==> config.mk <==
export PLATFORM = sky130hd
export DESIGN_NAME = euclidean_rhythm_pattern_unit_flat
export DESIGN_NICKNAME = d
export VERILOG_FILES = /design/src/rtl/erp_pkg.sv /design/src/rtl/erp_in_if.sv /design/src/rtl/erp_out_if.sv /design/src/rtl/erp_datapath.sv /design/src/rtl/erp_ctrl.sv /design/src/rtl/euclidean_rhythm_pattern_unit.sv /design/src/flat_wrapper.sv
export SDC_FILE = /design/constraint.sdc
export NUM_CORES = 1
export LEC_CHECK = 0
export BUFFER_PORTS_ARGS = -buffer_cell sky130_fd_sc_hd__buf_2
export CORE_ASPECT_RATIO = 0.5
export CORE_MARGIN = 2
export CORE_UTILIZATION = 45
export DETAILED_ROUTE_END_ITERATION = 8
export SYNTH_ARGS = -nofsm -noshare
export SYNTH_HDL_FRONTEND = slang
export SYNTH_SLANG_ARGS = --single-unit
==> constraint.sdc <==
create_clock -name i_clk -period 8.8 [get_ports i_clk]
set_clock_uncertainty 0.15 [all_clocks]
set_input_delay 2.64 -clock i_clk [delete_from_list [all_inputs] [get_ports i_clk]]
set_output_delay 2.64 -clock i_clk [all_outputs]
set_load 0.02 [all_outputs]
==> src/rtl/erp_pkg.sv <==
// ----------------------------------------------------------------------------
// erp_pkg
// Shared widths and controller/datapath command and status types for the
// rhythm pattern unit.
// ----------------------------------------------------------------------------
package erp_pkg;

    localparam int MAX_STEPS = 64;
    localparam int STEP_W    = 7;
    localparam int HIT_W     = 8;
    localparam int ROT_W     = 8;
    localparam int PAT_W     = MAX_STEPS;
    localparam int POS_W     = $clog2(MAX_STEPS);
    localparam int BIT_W     = $clog2(ROT_W);

    typedef struct packed {
        logic load;
        logic mod_step;
        logic gen_init;
        logic gen_step;
        logic out_load;
    } t_dp_cmd;

    typedef struct packed {
        logic mod_last;
        logic gen_done;
    } t_dp_sts;

endpackage

==> src/rtl/erp_in_if.sv <==
// ----------------------------------------------------------------------------
// erp_in_if
// Request channel: step count, hit count and rotation.
// ----------------------------------------------------------------------------
interface erp_in_if import erp_pkg::*; ();

    logic              valid;
    logic              ready;
    logic [STEP_W-1:0] step_count;
    logic [HIT_W-1:0]  hit_count;
    logic [ROT_W-1:0]  rotate_by;

    modport source (output valid, output step_count, output hit_count,
                    output rotate_by, input ready);
    modport sink   (input valid, input step_count, input hit_count,
                    input rotate_by, output ready);

endinterface

==> src/rtl/erp_out_if.sv <==
// ----------------------------------------------------------------------------
// erp_out_if
// Result channel: one pattern word per request.
// ----------------------------------------------------------------------------
interface erp_out_if import erp_pkg::*; ();

    logic             valid;
    logic             ready;
    logic [PAT_W-1:0] pattern_bits;

    modport source (output valid, output pattern_bits, input ready);
    modport sink   (input valid, input pattern_bits, output ready);

endinterface

==> src/rtl/erp_datapath.sv <==
// ----------------------------------------------------------------------------
// erp_datapath
// Rotation remainder by shift-subtract, then one step per cycle of the
// hit spreading accumulator, writing hits at the rotated position.
// ----------------------------------------------------------------------------
module erp_datapath import erp_pkg::*; (
    input  logic              i_clk,
    input  t_dp_cmd           i_cmd,
    input  logic [STEP_W-1:0] i_step_count,
    input  logic [HIT_W-1:0]  i_hit_count,
    input  logic [ROT_W-1:0]  i_rotate_by,
    output t_dp_sts           o_sts,
    output logic [PAT_W-1:0]  o_pattern_bits
);

    logic [STEP_W-1:0] r_steps, n_steps;
    logic [HIT_W-1:0]  r_hits,  n_hits;
    logic [ROT_W-1:0]  r_rot,   n_rot;
    logic [ROT_W-1:0]  r_rem,   n_rem;
    logic [BIT_W-1:0]  r_bit,   n_bit;
    logic [HIT_W-1:0]  r_diff,  n_diff;
    logic [STEP_W-1:0] r_idx,   n_idx;
    logic [POS_W-1:0]  r_wpos,  n_wpos;
    logic [PAT_W-1:0]  r_pat,   n_pat;
    logic [PAT_W-1:0]  r_out,   n_out;

    logic [STEP_W-1:0] steps_sat;
    logic [ROT_W-1:0]  rem_shift;
    logic              hit;
    logic [HIT_W:0]    diff_sum;
    logic [STEP_W-1:0] wpos_inc;

    assign steps_sat = (i_step_count > STEP_W'(MAX_STEPS)) ? STEP_W'(MAX_STEPS)
                                                           : i_step_count;
    assign rem_shift = {r_rem[ROT_W-2:0], r_rot[ROT_W-1]};
    assign hit       = (r_diff < r_hits);
    assign diff_sum  = {1'b0, r_diff} + (hit ? (HIT_W+1)'(r_steps) : '0)
                       - {1'b0, r_hits};
    assign wpos_inc  = STEP_W'(r_wpos) + STEP_W'(1);

    always_comb begin
        n_steps = r_steps;
        n_hits  = r_hits;
        n_rot   = r_rot;
        n_rem   = r_rem;
        n_bit   = r_bit;
        n_diff  = r_diff;
        n_idx   = r_idx;
        n_wpos  = r_wpos;
        n_pat   = r_pat;
        n_out   = r_out;
        if (i_cmd.load) begin
            n_steps = steps_sat;
            // more hits than steps gives an empty pattern
            n_hits  = (i_hit_count > HIT_W'(steps_sat)) ? '0 : i_hit_count;
            n_rot   = i_rotate_by;
            n_rem   = '0;
            n_bit   = BIT_W'(ROT_W - 1);
        end
        if (i_cmd.mod_step) begin
            n_rem = (rem_shift >= ROT_W'(r_steps)) ? rem_shift - ROT_W'(r_steps)
                                                   : rem_shift;
            n_rot = {r_rot[ROT_W-2:0], 1'b0};
            n_bit = r_bit - BIT_W'(1);
        end
        if (i_cmd.gen_init) begin
            n_diff = '0;
            n_idx  = '0;
            n_wpos = r_rem[POS_W-1:0];
            n_pat  = '0;
        end
        if (i_cmd.gen_step) begin
            if (hit) begin
                n_pat[r_wpos] = 1'b1;
            end
            n_diff = diff_sum[HIT_W-1:0];
            n_idx  = r_idx + STEP_W'(1);
            n_wpos = (wpos_inc == r_steps) ? '0 : wpos_inc[POS_W-1:0];
        end
        if (i_cmd.out_load) begin
            n_out = r_pat;
        end
    end

    always_ff @(posedge i_clk) begin
        r_steps <= n_steps;
        r_hits  <= n_hits;
        r_rot   <= n_rot;
        r_rem   <= n_rem;
        r_bit   <= n_bit;
        r_diff  <= n_diff;
        r_idx   <= n_idx;
        r_wpos  <= n_wpos;
        r_pat   <= n_pat;
        r_out   <= n_out;
    end

    assign o_sts.mod_last = (r_bit == '0);
    assign o_sts.gen_done = (r_idx == r_steps);
    assign o_pattern_bits = r_out;

endmodule

==> src/rtl/erp_ctrl.sv <==
// ----------------------------------------------------------------------------
// erp_ctrl
// Sequencer for one request: remainder, setup, step walk, result hand-off.
// ----------------------------------------------------------------------------
module erp_ctrl import erp_pkg::*; (
    input  logic    i_clk,
    input  logic    i_rst_n,
    input  logic    i_in_valid,
    output logic    o_in_ready,
    output logic    o_out_valid,
    input  logic    i_out_ready,
    input  t_dp_sts i_sts,
    output t_dp_cmd o_cmd
);

    localparam logic [2:0] S_IDLE = 3'd0;
    localparam logic [2:0] S_MOD  = 3'd1;
    localparam logic [2:0] S_INIT = 3'd2;
    localparam logic [2:0] S_GEN  = 3'd3;
    localparam logic [2:0] S_HOLD = 3'd4;

    logic [2:0] r_state, n_state;
    logic       r_out_valid, n_out_valid;
    logic       out_free;

    assign out_free = !r_out_valid || i_out_ready;

    always_comb begin
        n_state = r_state;
        o_cmd   = '0;
        case (r_state)
            S_IDLE: begin
                if (i_in_valid) begin
                    o_cmd.load = 1'b1;
                    n_state    = S_MOD;
                end
            end
            S_MOD: begin
                o_cmd.mod_step = 1'b1;
                if (i_sts.mod_last) begin
                    n_state = S_INIT;
                end
            end
            S_INIT: begin
                o_cmd.gen_init = 1'b1;
                n_state        = S_GEN;
            end
            S_GEN, S_HOLD: begin
                if (!i_sts.gen_done) begin
                    o_cmd.gen_step = 1'b1;
                end else if (out_free) begin
                    o_cmd.out_load = 1'b1;
                    n_state        = S_IDLE;
                end else begin
                    n_state = S_HOLD;
                end
            end
            default: n_state = S_IDLE;
        endcase
    end

    always_comb begin
        n_out_valid = r_out_valid;
        if (o_cmd.out_load) begin
            n_out_valid = 1'b1;
        end else if (i_out_ready) begin
            n_out_valid = 1'b0;
        end
    end

    always_ff @(posedge i_clk) begin
        if (!i_rst_n) begin
            r_state     <= S_IDLE;
            r_out_valid <= 1'b0;
        end else begin
            r_state     <= n_state;
            r_out_valid <= n_out_valid;
        end
    end

    assign o_in_ready  = (r_state == S_IDLE);
    assign o_out_valid = r_out_valid;

    a_accept_starts: assert property (@(posedge i_clk) disable iff (!i_rst_n)
        (i_in_valid && o_in_ready) |=> (r_state == S_MOD))
        else $error("accepted request did not start remainder");

    a_mod_to_init: assert property (@(posedge i_clk) disable iff (!i_rst_n)
        (r_state == S_MOD && i_sts.mod_last) |=> (r_state == S_INIT))
        else $error("remainder did not end after last bit");

    a_load_when_free: assert property (@(posedge i_clk) disable iff (!i_rst_n)
        o_cmd.out_load |-> (!r_out_valid || i_out_ready))
        else $error("result overwritten before taken");

    a_load_sets_valid: assert property (@(posedge i_clk) disable iff (!i_rst_n)
        o_cmd.out_load |=> (o_out_valid && r_state == S_IDLE))
        else $error("result load did not raise valid");

    a_hold_waits: assert property (@(posedge i_clk) disable iff (!i_rst_n)
        (r_state == S_HOLD && r_out_valid && !i_out_ready) |=> (r_state == S_HOLD))
        else $error("left hold while result pending");

endmodule

==> src/rtl/euclidean_rhythm_pattern_unit.sv <==
// ----------------------------------------------------------------------------
// euclidean_rhythm_pattern_unit
// Spreads hits evenly over up to MAX_STEPS steps and rotates the pattern.
//
//   port    dir  payload                                handshake
//   i_req   in   step_count[6:0] hit_count[7:0]
//                rotate_by[7:0]                         valid/ready
//   o_rsp   out  pattern_bits[63:0]                     valid/ready
//
// A request runs through the accept, the remainder (one rotation bit per
// step), a setup step and the step walk over the step count saturated at
// MAX_STEPS, one step per cycle. Reset clears the sequencer and the result
// valid flag. A stalled result holds in the output register; the next
// request is taken and runs, and waits at its end until that register frees.
// ----------------------------------------------------------------------------
module euclidean_rhythm_pattern_unit import erp_pkg::*; (
    input  logic      i_clk,
    input  logic      i_rst_n,
    erp_in_if.sink    i_req,
    erp_out_if.source o_rsp
);

    t_dp_cmd cmd;
    t_dp_sts sts;

    erp_ctrl u_ctrl (
        .i_clk       (i_clk),
        .i_rst_n     (i_rst_n),
        .i_in_valid  (i_req.valid),
        .o_in_ready  (i_req.ready),
        .o_out_valid (o_rsp.valid),
        .i_out_ready (o_rsp.ready),
        .i_sts       (sts),
        .o_cmd       (cmd)
    );

    erp_datapath u_datapath (
        .i_clk          (i_clk),
        .i_cmd          (cmd),
        .i_step_count   (i_req.step_count),
        .i_hit_count    (i_req.hit_count),
        .i_rotate_by    (i_req.rotate_by),
        .o_sts          (sts),
        .o_pattern_bits (o_rsp.pattern_bits)
    );

endmodule
==> src/flat_wrapper.sv <==
// flat-port wrapper written by rule: the top's interface ports become plain ports
module euclidean_rhythm_pattern_unit_flat import erp_pkg::*;
  (i_clk, i_rst_n, i_req_valid, i_req_step_count, i_req_hit_count, i_req_rotate_by, i_req_ready, o_rsp_valid, o_rsp_pattern_bits, o_rsp_ready);
  erp_in_if i_req_i ();
  erp_out_if o_rsp_i ();
  input  logic i_clk;
  input  logic i_rst_n;
  input wire logic [$bits(i_req_i.valid)-1:0] i_req_valid;
  input wire logic [$bits(i_req_i.step_count)-1:0] i_req_step_count;
  input wire logic [$bits(i_req_i.hit_count)-1:0] i_req_hit_count;
  input wire logic [$bits(i_req_i.rotate_by)-1:0] i_req_rotate_by;
  output wire logic [$bits(i_req_i.ready)-1:0] i_req_ready;
  output wire logic [$bits(o_rsp_i.valid)-1:0] o_rsp_valid;
  output wire logic [$bits(o_rsp_i.pattern_bits)-1:0] o_rsp_pattern_bits;
  input wire logic [$bits(o_rsp_i.ready)-1:0] o_rsp_ready;
  assign i_req_i.valid = i_req_valid;
  assign i_req_i.step_count = i_req_step_count;
  assign i_req_i.hit_count = i_req_hit_count;
  assign i_req_i.rotate_by = i_req_rotate_by;
  assign i_req_ready = i_req_i.ready;
  assign o_rsp_valid = o_rsp_i.valid;
  assign o_rsp_pattern_bits = o_rsp_i.pattern_bits;
  assign o_rsp_i.ready = o_rsp_ready;
  euclidean_rhythm_pattern_unit u_core (.i_clk(i_clk), .i_rst_n(i_rst_n), .i_req(i_req_i), .o_rsp(o_rsp_i));
endmodule
Yosys cells after proc, flatten, opt, wreduce, memory -nomap -nowiden
Cells that the tools add are included.
Word-level totals
  bits in registers: 186
  input bits: 27
  output and inout port bits: 66
  logic and storage cells: 81
Cells by class
  add/sub/neg operators: 6
  magnitude comparators: 6
  equality and inequality tests: 9
  muxes and demuxes: 36
  bitwise gates (word level): 1
  reduce and logical (&&, ||, !) cells: 10
Operator list (count)
  $mux W64: 3
  $or A64 B64 Y64: 1
  $mux W7: 7
  $mux W8: 4
  $mux W3: 6
  $mux W6: 3
  $eq A7 B7 Y1: 2
  $pmux W3 S4: 1
  $mux W1: 10
  $add A8 B7 Y8: 1
  $ge A8 B7 Y1: 1
  $gt A8 B7 Y1: 1
  $lt A8 B8 Y1: 1
  $sub A8 B8 Y8: 1
  $add A6 B1 Y7 const B: 1
  $add A7 B1 Y7 const B: 1
  $gt A7 B7 Y1 const B: 1
  $lt A6 B7 Y1 const B: 1
  $sub A7 B7 Y7: 1
  $demux W1 S6: 1
  $eq A3 B2 Y1 const B: 2
  $ge A6 B1 Y1 const B: 1
  $logic_not A3 Y1: 2
  $reduce_bool A2 Y1: 3
  other kinds (11): 12

Logic depth before layout (Yosys ltp)
  word-level depth: 7
  depth in mapped cells: 18
  mapped depth without buffers: 17

By module
From an unflattened synthesis, not the netlist that was laid out.
Unflattened totals
  cells, all modules: 700
  area total of the unflattened synthesis: 8306.7 um2
Modules (own cells, without submodules)
  erp_datapath: instances 1, cells each 666, area each 8036.5 um2, seq. area each 4814.6 um2
  erp_ctrl: instances 1, cells each 34, area each 270.3 um2, seq. area each 80.1 um2

Least setup slack after synthesis
No wires, ideal clock.
  path type: input -> register
  start: in o_rsp_ready
  end: reg u_core.u_datapath.r_out[0], in the netlist u_core.u_datapath.o_pattern_bits[0] (enable)
  arrival time: 7.083 ns
  data required time: 8.085 ns
  setup slack: 1.002 ns
  stages on the path: 2
  path buffers: 0
  cell sequence: nor2b_1 nor3_1
RTL lines
  start, declared: RTL line flat_wrapper.sv:15  | input wire logic [$bits(o_rsp_i.ready)-1:0] o_rsp_ready;
  end signal, assigned: RTL line erp_datapath.sv:95  | r_out <= n_out;
  end, declared: RTL line erp_datapath.sv:25  | logic [PAT_W-1:0] r_out, n_out;

Worst setup path after layout
  start: reg u_core.u_datapath.r_hits[1]
  end: reg u_core.u_datapath.r_diff[7] (data pin)
On the way
  longest elaborated chain between the ends: 5
RTL lines
  start, declared: RTL line erp_datapath.sv:17  | logic [HIT_W-1:0] r_hits, n_hits;
  start signal, assigned: RTL line erp_datapath.sv:87  | r_hits <= n_hits;
  $lt A8 B8 Y1: RTL line erp_datapath.sv:36  | assign hit = (r_diff < r_hits);
  $mux W7: RTL line erp_datapath.sv:37  | assign diff_sum = {1'b0, r_diff} + (hit ? (HIT_W+1)'(r_steps) : '0)
  $add A8 B7 Y8: RTL line erp_datapath.sv:37
  $sub A8 B8 Y8 (*): RTL line erp_datapath.sv:38  | - {1'b0, r_hits};
  $mux W8 (*): RTL line erp_datapath.sv:72  | if (i_cmd.gen_step) begin
  end signal, assigned: RTL line erp_datapath.sv:91  | r_diff <= n_diff;
  end, declared: RTL line erp_datapath.sv:21  | logic [HIT_W-1:0] r_diff, n_diff;
Every way passes the cells marked *; elsewhere a longest branch is shown, timed or not.
A chain may end at the register's enable or synchronous reset.

==> results.toml <==
[global_routing]
grtUsageTotal_pct = 17.8
grt_pass1_vias = 4879
grt_use_met1_pct = 26.1
met3_usage_pct = 3.67
grt_pass1_wl_mm = 25.8
grt_antenna_before_repair = 0
grt_overflow_total = 0
grt_max_degree = 66
use_met2_pct = 27.4
grt-busiest-layer = "met2"

[clock_tree]
htree_num_levels = 4
cts.sinks = 186
clk_pin_slew_ns = 0.07
root_buffer = "clkbuf_16"
cts_tree = "built"
clock_latency_ns = 0.43
cts_buffer_depth = 2
numCtsBuffers = 17
cts_setup_buffers = 0
hold_buffers = 0
cts_resized = 0

[routing]
drt_iter0_drc = 310
routedWlPerCell_um = 15.9
via_count = 5042
drc_errors = 0
wirelength_mm = 15.9
ant_nets = 0
dr.pass1.iters = 5
via_per_inst = 5.03

[logic_synthesis]
yosys_warnings = 0
synth_nets = 733
synth_cell_types = 57
synth_fa_ha_area_share_pct = 7.21
synth-compound-area-share_pct = 9.94
synthSimpleGateAreaFrac_pct = 13.4
yosys-mux-area-fraction_pct = 0.503
syn_inst = 665
synth_xor_area_share_pct = 3.70
avgSynthCellArea_um2 = 12.0
synthesis.area_um2 = 7950
ys_seq_area_share_pct = 61.5
async_flop_share_pct = 0
synth-main-ff-cell = "edfxtp_1"
synth_edf_count = 117
synth_top_family_by_area = "simple AND/OR/NAND/NOR gates"
ys_seq_elements = 186

[sta]
fmax_mhz = 219
finalSetupViolCount = 0
post-route-period-util_pct = 51.9
whs_ns = 0.278
slew_violations = 0
slew-limit-headroom_pct = 31.8
grt_setup_unrepaired = "false"
layout_min_cycle_time_ns = 4.57
fin_tns_setup_ns = 0
worstMarginPinSlew_ns = 1.02
hold_viol_final = 0

[floorplanning]
die_y_um = 98
die_area_um2 = 18800
chipWidth_um = 192
pin_count = 93
placementRows = 34
coreArea_um2 = 17400
start_util_pct = 45.8

[pwr]
p_leak_nw = 3.37
power_density_nw_per_um2 = 208
ir_worst_vdd_mv = 0.142

[setup_path]
cp-end-kind = "flip-flop"
critical_path_class = "reg -> reg"
arrival_ns = 4.59
critPathLaunchType = "flip-flop"
required_ns = 8.82
r2r_slack_ns = 4.23
critPathMaxFanout = 12

[final_layout]
layoutNonFillerInstCount = 1002
antenna_cells = 0
syn_to_final_growth_pct = 16.4
n_fill_cell = 1488
final_nets = 823
drive_above_1_share_pct = 19.8

[job]
cap_viol_max_count = 0

[placement]
io_buffers = 92
gp_congestion = 0.795
hpwlAfterDp_mm = 10.8
placed_cells = 970

[run_status]
status = "complete, no violations"

[worst_hold_path]
hold_class = "reg -> reg"
==> per-layer routing <==
layer,up-vias,part of all wire (%)
met4,0,0.76
li1,2520,-
met5,-,0
met1,2411,51
met2,100,44
met3,11,4.1
==> critical path, stage by stage (launching register included) <==
cell	delay [ns]
edfxtp_1	0.44
inv_1	0.09
ha_1	0.23
nor2b_1	0.13
o21a_1	0.16
o21ai_0	0.19
a21o_1	0.65
and2_1	0.30
nand2_1	0.09
fa_1	0.49
inv_1	0.06
ha_1	0.27
a21o_1	0.18
a21oi_1	0.22
o211ai_1	0.18
o31ai_1	0.28
xnor2_1	0.15
nor2_1	0.06
==> final timing paths <==
check / from / endpoint / cells past startpoint
worst min register to register: u_core.u_datapath.r_pat[61] / u_core.u_datapath.o_pattern_bits[61] / 0
worst max register to register: u_core.u_datapath.r_hits[1] / u_core.u_datapath.r_diff[7] / 17
worst max-delay path: u_core.u_datapath.r_hits[1] / u_core.u_datapath.r_diff[7] / 17
worst min-delay path: u_core.u_datapath.r_pat[61] / u_core.u_datapath.o_pattern_bits[61] / 0
==> where the power goes <==
group,switching (mW),internal (mW),leakage [nW]
logic,0.0866,0.0686,1.54
registers,0.0158,0.942,1.52
clock network,0.363,0.445,0.309
==> per-stage QoR <==
| stage | total power [mW] | util [%] | instance area [um2] | setup slack [ns] |
|---|---|---|---|---|
| global route | 2.00 | 53.3 | 9260 | 3.91 |
| finish | 1.92 | 53.3 | 9260 | 4.23 |
| floorplan | 1.09 | - | 7950 | 1.00 |
| detailed placement | 1.13 | 49.7 | 8620 | 4.07 |
| global placement | 1.13 | 49.7 | 8620 | 4.18 |
| CTS | 1.94 | 53.3 | 9260 | 4.26 |
==> synthesized netlist by cell type, types with 10 or more instances <==
master	number	area share, %
o21ai_0	75	4.7
xnor2_1	19	2.1
dfxtp_1	69	17
nor2_1	38	1.8
nand2_1	102	4.8
xor2_1	12	1.3
nor2b_1	10	0.79
edfxtp_1	117	44
inv_1	44	2.1
clkbuf_1	11	0.52
ha_1	33	5.2
==> cell families (layout without fill, tap and decap cells) <==
group,Yosys count,after routing
AND/OR/NAND/NOR,205,205
flip-flops,186,186
AO/OA/AOI/OAI,127,127
buffers and inverters,69,172
adder cells (fa/ha/maj),41,41
XOR/XNOR,32,32
multiplexers,4,4
other,1,1
==> sequential cells by signal, indices dropped and copies added (netlist names) <==
name / cells
u_core.u_datapath.r_rot: 8
u_core.u_datapath.r_rem: 7
u_core.u_datapath.r_wpos: 6
u_core.u_datapath.r_hits: 8
u_core.u_datapath.r_steps: 7
u_core.u_datapath.r_diff: 8
u_core.u_datapath.r_pat: 64
u_core.u_datapath.o_pattern_bits: 64
u_core.u_datapath.r_idx: 7
u_core.u_ctrl.r_state: 3
u_core.u_datapath.r_bit: 3
u_core.u_ctrl.o_out_valid: 1
==> layout by cell type, fill, tap and decap left out, types with 6 or more instances in the layout <==
cell / netlist / routed
fa_1: 8 / 8
xnor2_1: 19 / 19
nor2_1: 38 / 38
nand4_4: 7 / 7
a22o_1: 7 / 7
buf_2: 9 / 92
o21a_1: 6 / 6
edfxtp_1: 117 / 117
ha_1: 33 / 33
and3_1: 6 / 6
dfxtp_1: 69 / 69
clkbuf_16: 0 / 17
o21ai_0: 75 / 75
a21oi_1: 9 / 8
xor2_1: 12 / 12
nor2b_1: 10 / 10
nand2_1: 102 / 101
inv_1: 44 / 44
==> area by class of cell <==
| class | count | area, um2 | area share, % |
|---|---|---|---|
| Multi-Input combinational cell | 410 | 2780 | 30.0 |
| Clock buffer | 18 | 439 | 4.74 |
| Clock inverter | 14 | 199 | 2.15 |
| Inverter | 44 | 165 | 1.78 |
| Tap cell | 234 | 293 | 3.16 |
| Sequential cell | 186 | 4890 | 52.9 |
| Timing Repair Buffer | 96 | 490 | 5.30 |
Power figures use the tool's default switching activity.
